<file path="src/hw/rtl/asmp_pkg.sv">
// package: payload types, controller commands and axis helpers for the sample magnitude peak block
`timescale 1ns / 1ps

package asmp_pkg;

  localparam int unsigned WORD_W = 16;
  localparam int unsigned QTR_W  = 11;
  localparam int unsigned SUM_W  = 24;
  localparam int unsigned ROOT_W = 12;
  localparam int unsigned REM_W  = ROOT_W + 2;
  localparam int unsigned CNT_W  = 4;

  localparam int unsigned SIGN_BIT  = 13;
  localparam int unsigned ONE_G_BIT = 12;

  localparam logic [WORD_W-1:0] POS_CLAMP = 16'h0FFF;
  localparam logic [WORD_W-1:0] NEG_CLAMP = 16'h3001;

  // last count value of the squarer and root sequencer phases
  localparam logic [CNT_W-1:0] SQ_LAST   = 4'd3;
  localparam logic [CNT_W-1:0] ROOT_LAST = 4'd11;

  typedef enum logic [1:0] {
    AXIS_X = 2'd0,
    AXIS_Y = 2'd1,
    AXIS_Z = 2'd2
  } axis_sel_t;

  typedef struct packed {
    logic [WORD_W-1:0] raw_x;
    logic [WORD_W-1:0] raw_y;
    logic [WORD_W-1:0] raw_z;
  } in_beat_t;

  typedef struct packed {
    logic [WORD_W-1:0] clamped_x;
    logic [WORD_W-1:0] clamped_y;
    logic [WORD_W-1:0] clamped_z;
    logic [ROOT_W-1:0] magnitude;
    logic [ROOT_W-1:0] peak_magnitude;
  } out_beat_t;

  typedef struct packed {
    logic      load_in;
    logic      mul_en;
    axis_sel_t mul_sel;
    logic      acc_en;
    logic      root_step;
    logic      out_load;
  } asmp_cmd_t;

  // 13-bit magnitude of a 14-bit two's complement word, divided by four
  function automatic logic [QTR_W-1:0] axis_quarter(input logic [WORD_W-1:0] w);
    logic [WORD_W-1:0] neg;
    begin
      neg = ~w + 16'd1;
      if (w[SIGN_BIT]) begin
        axis_quarter = neg[12:2];
      end else begin
        axis_quarter = w[12:2];
      end
    end
  endfunction

  function automatic logic [WORD_W-1:0] axis_clamp(input logic [WORD_W-1:0] w);
    begin
      if (!w[SIGN_BIT] && w[ONE_G_BIT]) begin
        axis_clamp = POS_CLAMP;
      end else if (w[SIGN_BIT] && !w[ONE_G_BIT]) begin
        axis_clamp = NEG_CLAMP;
      end else begin
        axis_clamp = w;
      end
    end
  endfunction

endpackage

</file>
<file path="src/hw/rtl/asmp_datapath.sv">
// datapath: sample capture, shared squarer, accumulator, bit-serial square root, peak and output register
`timescale 1ns / 1ps

module asmp_datapath import asmp_pkg::*; (
  input  logic      clk,
  input  logic      rst_n,
  input  in_beat_t  in_data,
  input  asmp_cmd_t cmd,
  output out_beat_t out_data
);

  in_beat_t           in_r;
  logic [QTR_W-1:0]   q_sel;
  logic [2*QTR_W-1:0] prod_r;
  logic [SUM_W-1:0]   sum_r, sum_nxt;
  logic [REM_W-1:0]   rem_r, rem_nxt;
  logic [ROOT_W-1:0]  root_r, root_nxt;
  logic [ROOT_W-1:0]  peak_r, peak_nxt;
  out_beat_t          out_r;

  logic [REM_W+1:0]   rem_sh;
  logic [REM_W+1:0]   trial;
  logic [REM_W+1:0]   rem_diff;

  always_comb begin
    case (cmd.mul_sel)
      AXIS_X:  q_sel = axis_quarter(in_r.raw_x);
      AXIS_Y:  q_sel = axis_quarter(in_r.raw_y);
      AXIS_Z:  q_sel = axis_quarter(in_r.raw_z);
      default: q_sel = '0;
    endcase
  end

  // one root bit per step: bring down two radicand bits, try (root << 2) | 1
  always_comb begin
    rem_sh   = {rem_r, sum_r[SUM_W-1 -: 2]};
    trial    = {2'b00, root_r, 2'b01};
    rem_diff = rem_sh - trial;
    sum_nxt  = sum_r;
    rem_nxt  = rem_r;
    root_nxt = root_r;
    if (cmd.load_in) begin
      sum_nxt  = '0;
      rem_nxt  = '0;
      root_nxt = '0;
    end else if (cmd.acc_en) begin
      sum_nxt = sum_r + {{(SUM_W-2*QTR_W){1'b0}}, prod_r};
    end else if (cmd.root_step) begin
      sum_nxt = {sum_r[SUM_W-3:0], 2'b00};
      if (rem_sh >= trial) begin
        rem_nxt  = rem_diff[REM_W-1:0];
        root_nxt = {root_r[ROOT_W-2:0], 1'b1};
      end else begin
        rem_nxt  = rem_sh[REM_W-1:0];
        root_nxt = {root_r[ROOT_W-2:0], 1'b0};
      end
    end
  end

  always_comb begin
    peak_nxt = peak_r;
    if (cmd.out_load && (root_r > peak_r)) begin
      peak_nxt = root_r;
    end
  end

  always_ff @(posedge clk) begin
    if (!rst_n) begin
      peak_r <= '0;
    end else begin
      peak_r <= peak_nxt;
    end
  end

  always_ff @(posedge clk) begin
    if (cmd.load_in) begin
      in_r <= in_data;
    end
    if (cmd.mul_en) begin
      prod_r <= q_sel * q_sel;
    end
    sum_r  <= sum_nxt;
    rem_r  <= rem_nxt;
    root_r <= root_nxt;
    if (cmd.out_load) begin
      out_r.clamped_x      <= axis_clamp(in_r.raw_x);
      out_r.clamped_y      <= axis_clamp(in_r.raw_y);
      out_r.clamped_z      <= axis_clamp(in_r.raw_z);
      out_r.magnitude      <= root_r;
      out_r.peak_magnitude <= peak_nxt;
    end
  end

  assign out_data = out_r;

endmodule

</file>
<file path="src/hw/rtl/asmp_ctrl.sv">
// controller: sequencer that steps the squarer and square root and owns both handshakes
`timescale 1ns / 1ps

module asmp_ctrl import asmp_pkg::*; (
  input  logic      clk,
  input  logic      rst_n,
  input  logic      in_valid,
  output logic      in_stall,
  output logic      out_valid,
  input  logic      out_stall,
  output asmp_cmd_t cmd
);

  typedef enum logic [1:0] {
    S_IDLE,
    S_SQ,
    S_ROOT,
    S_DONE
  } state_t;

  state_t           state_r, state_nxt;
  logic [CNT_W-1:0] cnt_r, cnt_nxt;
  logic             out_valid_r, out_valid_nxt;
  logic             in_take;
  logic             out_free;

  assign in_take  = in_valid && (state_r == S_IDLE);
  assign out_free = !out_valid_r || !out_stall;

  always_comb begin
    state_nxt   = state_r;
    cnt_nxt     = cnt_r;
    cmd         = '0;
    cmd.mul_sel = AXIS_X;
    unique case (state_r)
      S_IDLE: begin
        if (in_take) begin
          cmd.load_in = 1'b1;
          cnt_nxt     = '0;
          state_nxt   = S_SQ;
        end
      end
      S_SQ: begin
        // product of step n is added in step n + 1
        cmd.mul_en  = (cnt_r != SQ_LAST);
        cmd.mul_sel = axis_sel_t'(cnt_r[1:0]);
        cmd.acc_en  = (cnt_r != '0);
        if (cnt_r == SQ_LAST) begin
          cnt_nxt   = '0;
          state_nxt = S_ROOT;
        end else begin
          cnt_nxt = cnt_r + 4'd1;
        end
      end
      S_ROOT: begin
        cmd.root_step = 1'b1;
        if (cnt_r == ROOT_LAST) begin
          cnt_nxt   = '0;
          state_nxt = S_DONE;
        end else begin
          cnt_nxt = cnt_r + 4'd1;
        end
      end
      S_DONE: begin
        if (out_free) begin
          cmd.out_load = 1'b1;
          state_nxt    = S_IDLE;
        end
      end
      default: state_nxt = S_IDLE;
    endcase
  end

  always_comb begin
    out_valid_nxt = out_valid_r;
    if (cmd.out_load) begin
      out_valid_nxt = 1'b1;
    end else if (out_valid_r && !out_stall) begin
      out_valid_nxt = 1'b0;
    end
  end

  always_ff @(posedge clk) begin
    if (!rst_n) begin
      state_r     <= S_IDLE;
      cnt_r       <= '0;
      out_valid_r <= 1'b0;
    end else begin
      state_r     <= state_nxt;
      cnt_r       <= cnt_nxt;
      out_valid_r <= out_valid_nxt;
    end
  end

  assign in_stall  = (state_r != S_IDLE);
  assign out_valid = out_valid_r;

`ifndef SYNTHESIS
  a_accept_starts: assert property (@(posedge clk) disable iff (!rst_n)
    (in_valid && !in_stall) |=> (state_r == S_SQ))
    else $error("accepted beat did not start the squarer");

  a_root_count: assert property (@(posedge clk) disable iff (!rst_n)
    (state_r == S_ROOT) |-> (cnt_r <= ROOT_LAST))
    else $error("root step count overran");

  a_done_holds: assert property (@(posedge clk) disable iff (!rst_n)
    (state_r == S_DONE && out_valid_r && out_stall) |=> (state_r == S_DONE))
    else $error("result overwrote a stalled output beat");

  a_valid_from_done: assert property (@(posedge clk) disable iff (!rst_n)
    $rose(out_valid_r) |-> ($past(state_r) == S_DONE))
    else $error("output valid rose outside the done state");
`endif

endmodule

</file>
<file path="src/hw/rtl/accel_sample_magnitude_peak.sv">
// top level: three-axis sample clamp, vector magnitude and running peak
`timescale 1ns / 1ps

//  channel | ports                         | payload     | beat when
//  --------+-------------------------------+-------------+---------------------------
//  input   | in_valid, in_stall, in_data   | in_beat_t   | in_valid && !in_stall
//  result  | out_valid, out_stall, out_data| out_beat_t  | out_valid && !out_stall
//
//  one sample at a time: accept, the shared 11x11 squarer and accumulator, the
//  bit-serial root and the output load run in order, and no new beat is taken until
//  the result is loaded; the root loop makes one result bit per cycle over 12 bits
//  synchronous active-low reset clears the sequencer, output valid and the peak to zero
//  a stalled result sits in the output register while the next sample is taken and
//  computed; only the final load waits on out_stall

module accel_sample_magnitude_peak import asmp_pkg::*; (
  input  logic      clk,
  input  logic      rst_n,
  input  logic      in_valid,
  output logic      in_stall,
  input  in_beat_t  in_data,
  output logic      out_valid,
  input  logic      out_stall,
  output out_beat_t out_data
);

  // commands from the sequencer into the datapath
  asmp_cmd_t cmd;

  asmp_ctrl u_ctrl (
    .clk       (clk),
    .rst_n     (rst_n),
    .in_valid  (in_valid),
    .in_stall  (in_stall),
    .out_valid (out_valid),
    .out_stall (out_stall),
    .cmd       (cmd)
  );

  // magnitude is taken from unclamped words; clamp happens at output load
  asmp_datapath u_datapath (
    .clk      (clk),
    .rst_n    (rst_n),
    .in_data  (in_data),
    .cmd      (cmd),
    .out_data (out_data)
  );

endmodule
</file>
<file path="config.mk">
export PLATFORM = sky130hd
export DESIGN_NAME = accel_sample_magnitude_peak
export DESIGN_NICKNAME = d
export VERILOG_FILES = /design/src/hw/rtl/asmp_pkg.sv /design/src/hw/rtl/asmp_datapath.sv /design/src/hw/rtl/asmp_ctrl.sv /design/src/hw/rtl/accel_sample_magnitude_peak.sv
export SDC_FILE = /design/constraint.sdc
export NUM_CORES = 1
export LEC_CHECK = 0
export BUFFER_PORTS_ARGS = -buffer_cell sky130_fd_sc_hd__buf_2
export CORE_MARGIN = 2
export CORE_UTILIZATION = 46
export DETAILED_ROUTE_END_ITERATION = 8
export PLACE_DENSITY = 0.7
export SYNTH_ARGS = -nofsm -noshare
export SYNTH_HDL_FRONTEND = slang
export SYNTH_SLANG_ARGS = --single-unit
</file>
<file path="constraint.sdc">
create_clock -name clk -period 9.8 [get_ports clk]
set_input_delay 0 -clock clk [delete_from_list [all_inputs] [get_ports clk]]
set_output_delay 0 -clock clk [all_outputs]
set_load 0.02 [all_outputs]
</file>
# --- Word level (Yosys, flattened, before mapping) ---
# Cells that the tools add are included.
op_classes:
  eq_ne: 12
  mul: 1
  muxes: 29
  n_reduce_logical: 31
  n_addsub: 6
  magnitude_cmp: 2
  bitwise_logic: 4
ops:
  columns: ["cell", "n"]
  rows:
  - ["14-bit two-way mux", 4]
  - ["24-bit two-way mux", 2]
  - ["13-bit by 1-bit adder with 13-bit output (second input constant)", 3]
  - ["13-bit NOT", 3]
  - ["11-bit two-way mux", 3]
  - ["11-bit one-hot mux with 3 select lines", 1]
  - ["24-bit by 22-bit adder with 24-bit output", 1]
  - ["11-bit by 11-bit multiplier with 22-bit output", 1]
  - ["16-bit by 14-bit >= comparator with 1-bit output", 1]
  - ["4-bit two-way mux", 4]
  - ["14-bit subtractor", 1]
  - ["12-bit greater-than comparator", 1]
  - ["12-bit two-way mux", 1]
  - ["4-bit one-hot mux with 3 select lines", 1]
  - ["1-bit logical AND", 9]
  - ["1-bit zero test", 8]
  - ["1-bit two-way mux", 8]
  - ["2-bit two-way mux", 4]
  - ["2-bit by 1-bit inequality test with 1-bit output (second input constant)", 4]
  - ["2-bit one-hot mux with 4 select lines", 1]
  - ["2-bit equality test (second input constant)", 3]
  - ["2-bit nonzero test", 3]
  - ["2-bit OR reduction", 3]
  - ["4-bit by 1-bit adder with 4-bit output (second input constant)", 1]
  - ["11 further kinds", 14]
totals:
  word_cells: 104
  inputBits: 52
  out_inout_bits: 74
  ff_bits: 211

# --- Depth between registers and ports, before layout ---
# Gate-level depths: netlist of the first run.
logic_depth:
  word_depth: 6
  depth_mapped: 27
  mapped_depth_nobuf: 27

# --- Modules after synthesis ---
# A second synthesis of the first run with hierarchy kept.
hier_totals:
  cells_unflattened: 1385
  area_unflattened_um2: 14029.7
modules_own_cells:
  columns: ["module", "seq_area_each_um2", "cells_each", "instances", "area_per_inst_um2"]
  rows:
  - ["asmp_datapath", 5475.3, 1320, 1, 13484.2]
  - ["asmp_ctrl", 140.1, 65, 1, 545.5]

# --- Worst setup path after synthesis of the first run ---
# Ideal clock, no wire load.
synth_path:
  path_type: "register to register"
  start: "register u_ctrl.state_r[1]"
  end: "register u_datapath.out_r (netlist bit u_datapath.out_data[10]) (data pin)"
  required_ns: 9.531
  setup_time_ns: 0.269
  arrival_time_ns: 7.296
  path_buffers: 1
  setup_slack_ns: 2.235
  path_stages_with_launch: 6
  synth_period_minus_slack_ns: 7.565
  path_cell_list: "dfxtp_1 -> ha_1 -> a21boi_0 -> o211ai_1 -> buf_2 -> mux2i_1"
synth_lines:
  columns: ["element", "line", "rtl"]
  rows:
  - ["from (decl)", "asmp_ctrl.sv:21", "state_t state_r, state_nxt;"]
  - ["from (signal assigned)", "asmp_ctrl.sv:89", "state_r <= state_nxt;"]
  - ["to (decl)", "asmp_datapath.sv:19", "out_beat_t out_r;"]

# --- Worst setup path in the final report of the first run ---
layout_path:
  start: "register u_datapath.in_r[36] in the netlist's numbering"
  end: "register u_datapath.prod_r[21] (data pin)"
layout_between:
  elab_chain_len: 5
layout_rtl:
  columns: ["element", "line", "rtl"]
  rows:
  - ["from (decl)", "asmp_datapath.sv:12", "in_beat_t in_r;"]
  - ["from (signal assigned)", "asmp_datapath.sv:77", "in_r <= in_data;"]
  - ["13-bit NOT", "asmp_pkg.sv:56", "neg = ~w + 16'd1;"]
  - ["13-bit by 1-bit adder with 13-bit output", "asmp_pkg.sv:56", null]
  - ["11-bit two-way mux *", "asmp_pkg.sv:57", "if (w[SIGN_BIT]) begin"]
  - ["11-bit one-hot mux with 3 select lines *", "asmp_datapath.sv:26", "case (cmd.mul_sel)"]
  - ["11-bit by 11-bit multiplier with 22-bit output *", "asmp_datapath.sv:80", "prod_r <= q_sel * q_sel;"]
  - ["to (signal assigned)", "asmp_datapath.sv:80", null]
  - ["to (decl)", "asmp_datapath.sv:14", "logic [2*QTR_W-1:0] prod_r;"]
# Every way passes the cells marked *; elsewhere a longest branch is shown, timed or not.
# A chain may end at the register's enable or synchronous reset.

==> key figures, run 1 <==
Run status
  • Run status: finished, final reports clean

Logic synthesis
  • Yosys warnings: 0
  • Area leader, netlist: edfxtp_1
  • Sequential share of the synthesized area: between 40% and 50%
  • Post-Syn Nets: 1,541
  • Main synth FF type: edfxtp_1
  • Top cells by area, synth: edfxtp_1 (31%), ha_1 (10%), dfxtp_1 (10%)
  • Gate Count Post-Synth: 1,312
  • Synthesized flop and latch total: 210
  • Mapped Avg Cell Area: 10.4 µm²
  • Post-synth ARST share: 0%
  • Mapped Area: 13,700 µm²
  • Netlist cell types: 73
  • EDFF count, synth: 141
  • Post-synth top area share: 30.9%

Floorplanning
  • DIE AREA: 31,200 µm²
  • Die W: 177 µm
  • I/O pin count: ~130
  • CORE AREA: 29,500 µm²
  • Die extent in y: 177 µm
  • Initial core utilization: 46.5%
  • FP Rows: 63

Hold path
  • Hold Crit Depth: 4
  • Hold EP: u_ctrl.cnt_r[1]$_SDFFE_PN0P_
  • Hold WC Path Type: in2reg
  • Hold wc startpoint: in_valid

Placed design
  • Post-DP Area: about 15,000 µm²
  • GP Congestion: 0.899
  • Post-DP HPWL: 21,800 µm
  • Count of input and output buffers: 125
  • Placed Cells: 1,791

Cells and area
  • Diode count: 0
  • Non-Filler Instances: 1,882
  • Post-route cell area: 15,900 µm²
  • Leading cell type in the layout, fill and taps excluded: inv_1
  • Synth-to-Final Area Change: 16.0%
  • Fill count: about 2,600
  • Final net count: 1,705
  • Layout cells sized above 1: between 10% and 20%
  • Most frequent cells in the layout: inv_1 (155), edfxtp_1 (141), buf_2 (125)

Detailed routing
  • Initial detailed-routing violation count: about 500
  • TritonRoute pass-1 iters: 5
  • DRC errors left: 0
  • Post-route ant nets: 0
  • Final wirelength: 30,000 µm
  • Total number of vias: between 9,000 and 10,000
  • Routed len/inst: about 16 µm
  • Avg Vias per Cell: 5.30

STA
  • Post-Route Skew: 11.6 ps
  • Final TNS setup: 0 ps
  • Setup violators final: 0
  • Maximum clock frequency: 0.137 GHz
  • Fin crit share: about 75%
  • Worst Tran Pin Value: roughly 1100 ps
  • Hold Violations, Final: 0
  • Max-slew violations: 0
  • Post-layout min period: 7310 ps
  • RSZ-0062 raised after global routing: no
  • Rel. slew slack: 25.1%

Setup path
  • WP data arrival: about 7600 ps
  • CP dominant cell by count: fa_1
  • Slowest CP cell: fa_1
  • Worst r2r src: u_datapath.in_r[36]$_DFFE_PP_
  • Reg2reg end: u_datapath.prod_r[21]$_DFFE_PP_
  • Worst Path Required: 10,050 ps
  • Setup crit start kind: flop
  • Number of cells on the worst reg-to-reg path: 23
  • Slowest cell delay on critical path: 590 ps
  • CP Buf/Inv Count: 2
  • Crit. End Element: flop
  • Max Fanout on Critical Path: 7
  • R2r setup slk: approximately 2500 ps
  • CP top delay family: adder cells
  • Crit path kind: reg2reg
  • CP cell instances: or4_1 > a21oi_1 > nand2_1 > xnor2_1 > o22a_1 > nor2_1 > nor2_1 > nor2_1 > fa_1 > inv_1 > fa_1 > fa_1 > fa_1 > fa_1 > inv_1 > ha_1 > or3_1 > o21ai_0 > o31ai_1 > a21oi_1 > o21a_1 > o21ai_0 > xnor2_1

CTS
  • H-tree depth: 1
  • TritonCTS clock tree: built
  • Worst-path clk slew: 60 ps
  • CTS Buffer Depth: 3
  • CTS Root Cell: clkbuf_16
  • CTS buffer count: 22
  • Clk_lat worst skew: between 500 and 600 ps
  • Clock Sinks: 210

Job
  • Max cap viols: 0

Global route
  • Largest net degree at the start of global routing: 74
  • Global Route Usage Sum: between 15 and 20%
  • First-pass GRT wire length: 50,400 µm
  • Number of global-route vias before repair: roughly 10,000
  • Gr ovfl total: 0
  • Initial antenna violation count: 0
-- through the flow --
stage               utilization [%]  setup WS [ps]  hold WS, ps
floorplan                         -           2240         98.9
global placement               49.9           2730          177
detailed placement             49.9           2510          178
CTS                            53.9           2500         11.2
global route                   53.9           1980         46.9
finish                         53.9           2490         28.0
-- cells by family after synthesis --
logic type | Yosys count | share of synthesized area (%)
multiplexers | 56 | 4.15
AO/OA/AOI/OAI | 284 | 13.6
buffers and inverters | 201 | 5.71
flip-flops | 210 | 41.0
adder cells (fa/ha/maj) | 177 | 19.7
XOR/XNOR | 82 | 5.24
AND/OR/NAND/NOR | 302 | 10.6
-- what timing repair did --
item / in CTS / in global routing
buffers inserted: 0 / 0
endpoints found under the hold margin: 67 / 0
hold buffers: 51 / 0
gates resized for setup: 0 / 0
-- cell usage after synthesis, types with 5 or more instances --
cell / instances
xnor2_1: 46
edfxtp_1: 141
mux2i_1: 49
clkbuf_1: 33
nand4_1: 9
o21bai_1: 7
o22ai_1: 8
a21o_1: 53
fa_1: 64
o21ai_0: 62
xor2_1: 36
or3_1: 11
ha_1: 113
or2_2: 9
inv_1: 156
nand2_1: 65
dfxtp_1: 69
and3_1: 6
nor3_1: 12
o31ai_1: 8
nand2b_1: 13
a211oi_1: 26
nor2_1: 113
nand3_1: 12
and2_1: 17
buf_1: 6
o21a_1: 5
nor2b_1: 16
a21oi_1: 67
a31oi_1: 7
mux2_2: 7
-- routing by layer --
layer  GRT usage, %  share of wire, %
met1           24.1                42
met2           35.6                50
met3           3.42               4.6
met4           6.20               2.8
met5              0                 0
-- flip-flops by register name (all words and copies together) (netlist names), 2 cells and up --
signal	cells
u_datapath.sum_r	24
u_ctrl.state_r	2
u_datapath.in_r	48
u_datapath.peak_r	12
u_datapath.prod_r	21
u_datapath.out_data	72
u_datapath.root_r	12
u_ctrl.cnt_r	4
u_datapath.rem_r	14
-- how the worst max path moves through the flow --
stage,depth (start not counted),startpoint,end,slack (ps)
finish,23,u_datapath.in_r[36]$_DFFE_PP_,u_datapath.prod_r[21]$_DFFE_PP_,2490
global route,23,u_datapath.in_r[36]$_DFFE_PP_,u_datapath.prod_r[21]$_DFFE_PP_,1980
CTS,23,u_datapath.in_r[36]$_DFFE_PP_,u_datapath.prod_r[21]$_DFFE_PP_,2500
detailed placement,23,u_datapath.in_r[36]$_DFFE_PP_,u_datapath.prod_r[21]$_DFFE_PP_,2510
global placement,23,u_datapath.in_r[36]$_DFFE_PP_,u_datapath.prod_r[21]$_DFFE_PP_,2730
floorplan,5,u_ctrl.state_r[1]$_SDFFE_PN0P_,u_datapath.out_data[10]$_DFFE_PP_,2240
-- layout make-up --
| cell class | count | area [µm²] | share of cell area [%] |
|---|---|---|---|
| repair buffers | 184 | 1200 | 7.53 |
| clock buffers | 29 | 618 | 3.89 |
| well taps | 390 | 488 | 3.07 |
| inverters | 157 | 603 | 3.79 |
| multi-input cells | 901 | 7320 | 46.1 |
| clock inverters | 11 | 50.0 | 0.315 |
| flip-flops and latches | 210 | 5620 | 35.3 |
-- tightest hold or removal path: stages --
cell and delay, ps:
buf_2 140, nand2b_1 150, o2111ai_1 110, a21oi_1 80
Power of run 1 is not shown: default switching activity piles up to over one toggle a cycle in this logic, so the estimate is an artifact.
==> run 2: changes to the inputs <==
clock period = 6.8 ns   (was 9.8 ns; I/O delays follow)
==> run 2 against run 1 <==
  * Flip-flop and latch count is the same
  * Worst hold slack gained 180 ps
  * Core utilization grew 2.6 points
  * Register-to-register slack lost 2300 ps
  * Sequential share of layout area shrank 1.6 points
  * Cell count grew 3.1%
  * Die area is the same
  * Via count grew 3.2%
  * Clock skew grew 12 ps
  * Final area grew 4.8%
==> key figures, run 2 (synthesized netlist as in run 1, its figures left out) <==
Job
  • Max cap viols: 0

Detailed routing
  • TritonRoute pass-1 iters: 7
  • Post-route ant nets: 0
  • DRC errors left: 0
  • Initial detailed-routing violation count: 519
  • Final wirelength: 31,500 µm
  • Routed len/inst: ~16 µm
  • Avg Vias per Cell: around 5.3
  • Total number of vias: between 10,000 and 15,000

STA
  • Setup violators final: 0
  • Worst Tran Pin Value: approximately 1100 ps
  • Max-slew violations: 0
  • Post-Route Skew: 24.0 ps
  • Post-layout min period: 6570 ps
  • Hold Violations, Final: 0
  • Final setup margin: 228 ps
  • Fin crit share: 96.7%
  • Rel. slew slack: roughly a quarter
  • Maximum clock frequency: 0.152 GHz

Cells and area
  • Post-route cell area: about 17,000 µm²
  • Diode count: 0
  • Final net count: around 1,800
  • Synth-to-Final Area Change: 21.6%
  • Max reg flops: 72
  • Most frequent cells in the layout: inv_1 (151), edfxtp_1 (141), buf_2 (125)
  • Leading cell type in the layout, fill and taps excluded: inv_1
  • Layout cells sized above 1: 19.1%
  • Non-Filler Instances: 1,941
  • Finished Core Util: 56.5%

Run status
  • Run status: finished, final reports clean

Floorplanning
  • I/O pin count: 126
  • CORE AREA: 29,500 µm²
  • FP Rows: 63
  • Initial core utilization: around 46%
  • DIE AREA: 31,200 µm²
  • Die W: about 180 µm
  • Die extent in y: roughly 180 µm

Placed design
  • Placed Cells: approximately 1,800
  • Post-DP Area: 15,000 µm²
  • Count of input and output buffers: around 130
  • GP Congestion: 0.928
  • Post-DP HPWL: 22,400 µm
  • Dpl ws: -216 ps

Setup path
  • Crit. End Element: flop
  • Crit path kind: reg2reg
  • Worst Path Required: 7070 ps
  • WP data arrival: 6850 ps
  • Setup crit start kind: flop
  • Max Fanout on Critical Path: 5

CTS
  • Worst-path clk slew: 60 ps
  • CTS Root Cell: clkbuf_16
  • Clk_lat worst skew: 520 ps
  • TritonCTS clock tree: built
  • CTS Buffer Depth: 3
  • H-tree depth: 1
  • Clock Sinks: 210
  • CTS buffer count: 24

Global route
  • Initial antenna violation count: 0
  • Number of global-route vias before repair: 10,500
  • Global Route Usage Sum: between 20% and 30%
  • Largest net degree at the start of global routing: 74
  • First-pass GRT wire length: 51,500 µm
  • Gr ovfl total: 0

Hold path
  • Hold WC Path Type: in2reg
-- run 2: cell types whose count changed in the layout (fill, tap and decap cells not counted), moves of 5 or more --
cell / delta
a21oi_1: -5
buf_4: +52
ha_4: +5
ha_1: -6
a21oi_2: +5
o21ai_1: +5
o21ai_0: -7
-- run 2: cell type report --
cell class                      count  area (µm²)
Clock buffer                       32         662
Clock inverter                     12        96.3
Fill cell                        2496       12800
Inverter                          157         603
Multi-Input combinational cell    901        7560
Sequential cell                   210        5620
Tap cell                          390         488
Timing Repair Buffer              239        1640
-- run 2: worst paths after layout --
kind                                       to                        startpoint  slack [ps]  cells past startpoint
max           u_datapath.prod_r[20]$_DFFE_PP_     u_datapath.in_r[34]$_DFFE_PP_         230                     23
max reg2reg   u_datapath.prod_r[20]$_DFFE_PP_     u_datapath.in_r[34]$_DFFE_PP_         230                     23
min reg2reg  u_datapath.rem_r[1]$_SDFFE_PP0P_  u_datapath.rem_r[1]$_SDFFE_PP0P_         490                      2
min             u_datapath.in_r[32]$_DFFE_PP_                       in_data[32]         200                      2
-- run 2: critical path: stages, from the launching register on --
cell,delay [ps]
edfxtp_1,440
or3_1,470
o41ai_2,290
xor2_1,190
o22a_1,230
nor2_1,190
nor2_2,120
or2_4,250
fa_1,600
inv_2,50
fa_1,540
fa_1,450
fa_1,550
inv_1,60
fa_1,530
inv_1,40
ha_1,300
buf_4,160
nand3_1,80
nand2_2,80
a211o_1,290
a31oi_1,190
o21bai_1,110
xor2_1,140
-- run 2: through the flow --
step / TNS [ps] / hold WS, ps
after floorplan: 0 / 98.9
after global placement: 0 / 177
after detailed placement: -402 / 178
after CTS: 0 / 187
after global routing: -50.3 / 187
final: 0 / 203
-- run 2: repair_timing --
item	in CTS	in global routing
hold endpoints to repair	67	0
gates resized for setup	6	47
hold buffers	52	0
setup endpoints to repair	4	8
pin swaps	0	31
buffers inserted	2	14
-- run 2: metal layers --
layer	vias up	routed length, µm	global-route usage, %
li1	5003	-	-
met1	4964	13300	25.1
met2	266	16000	36.6
met3	56	1420	3.12
met4	0	771	5.68
met5	-	0	0
Power of run 2 is left out for the same reason.
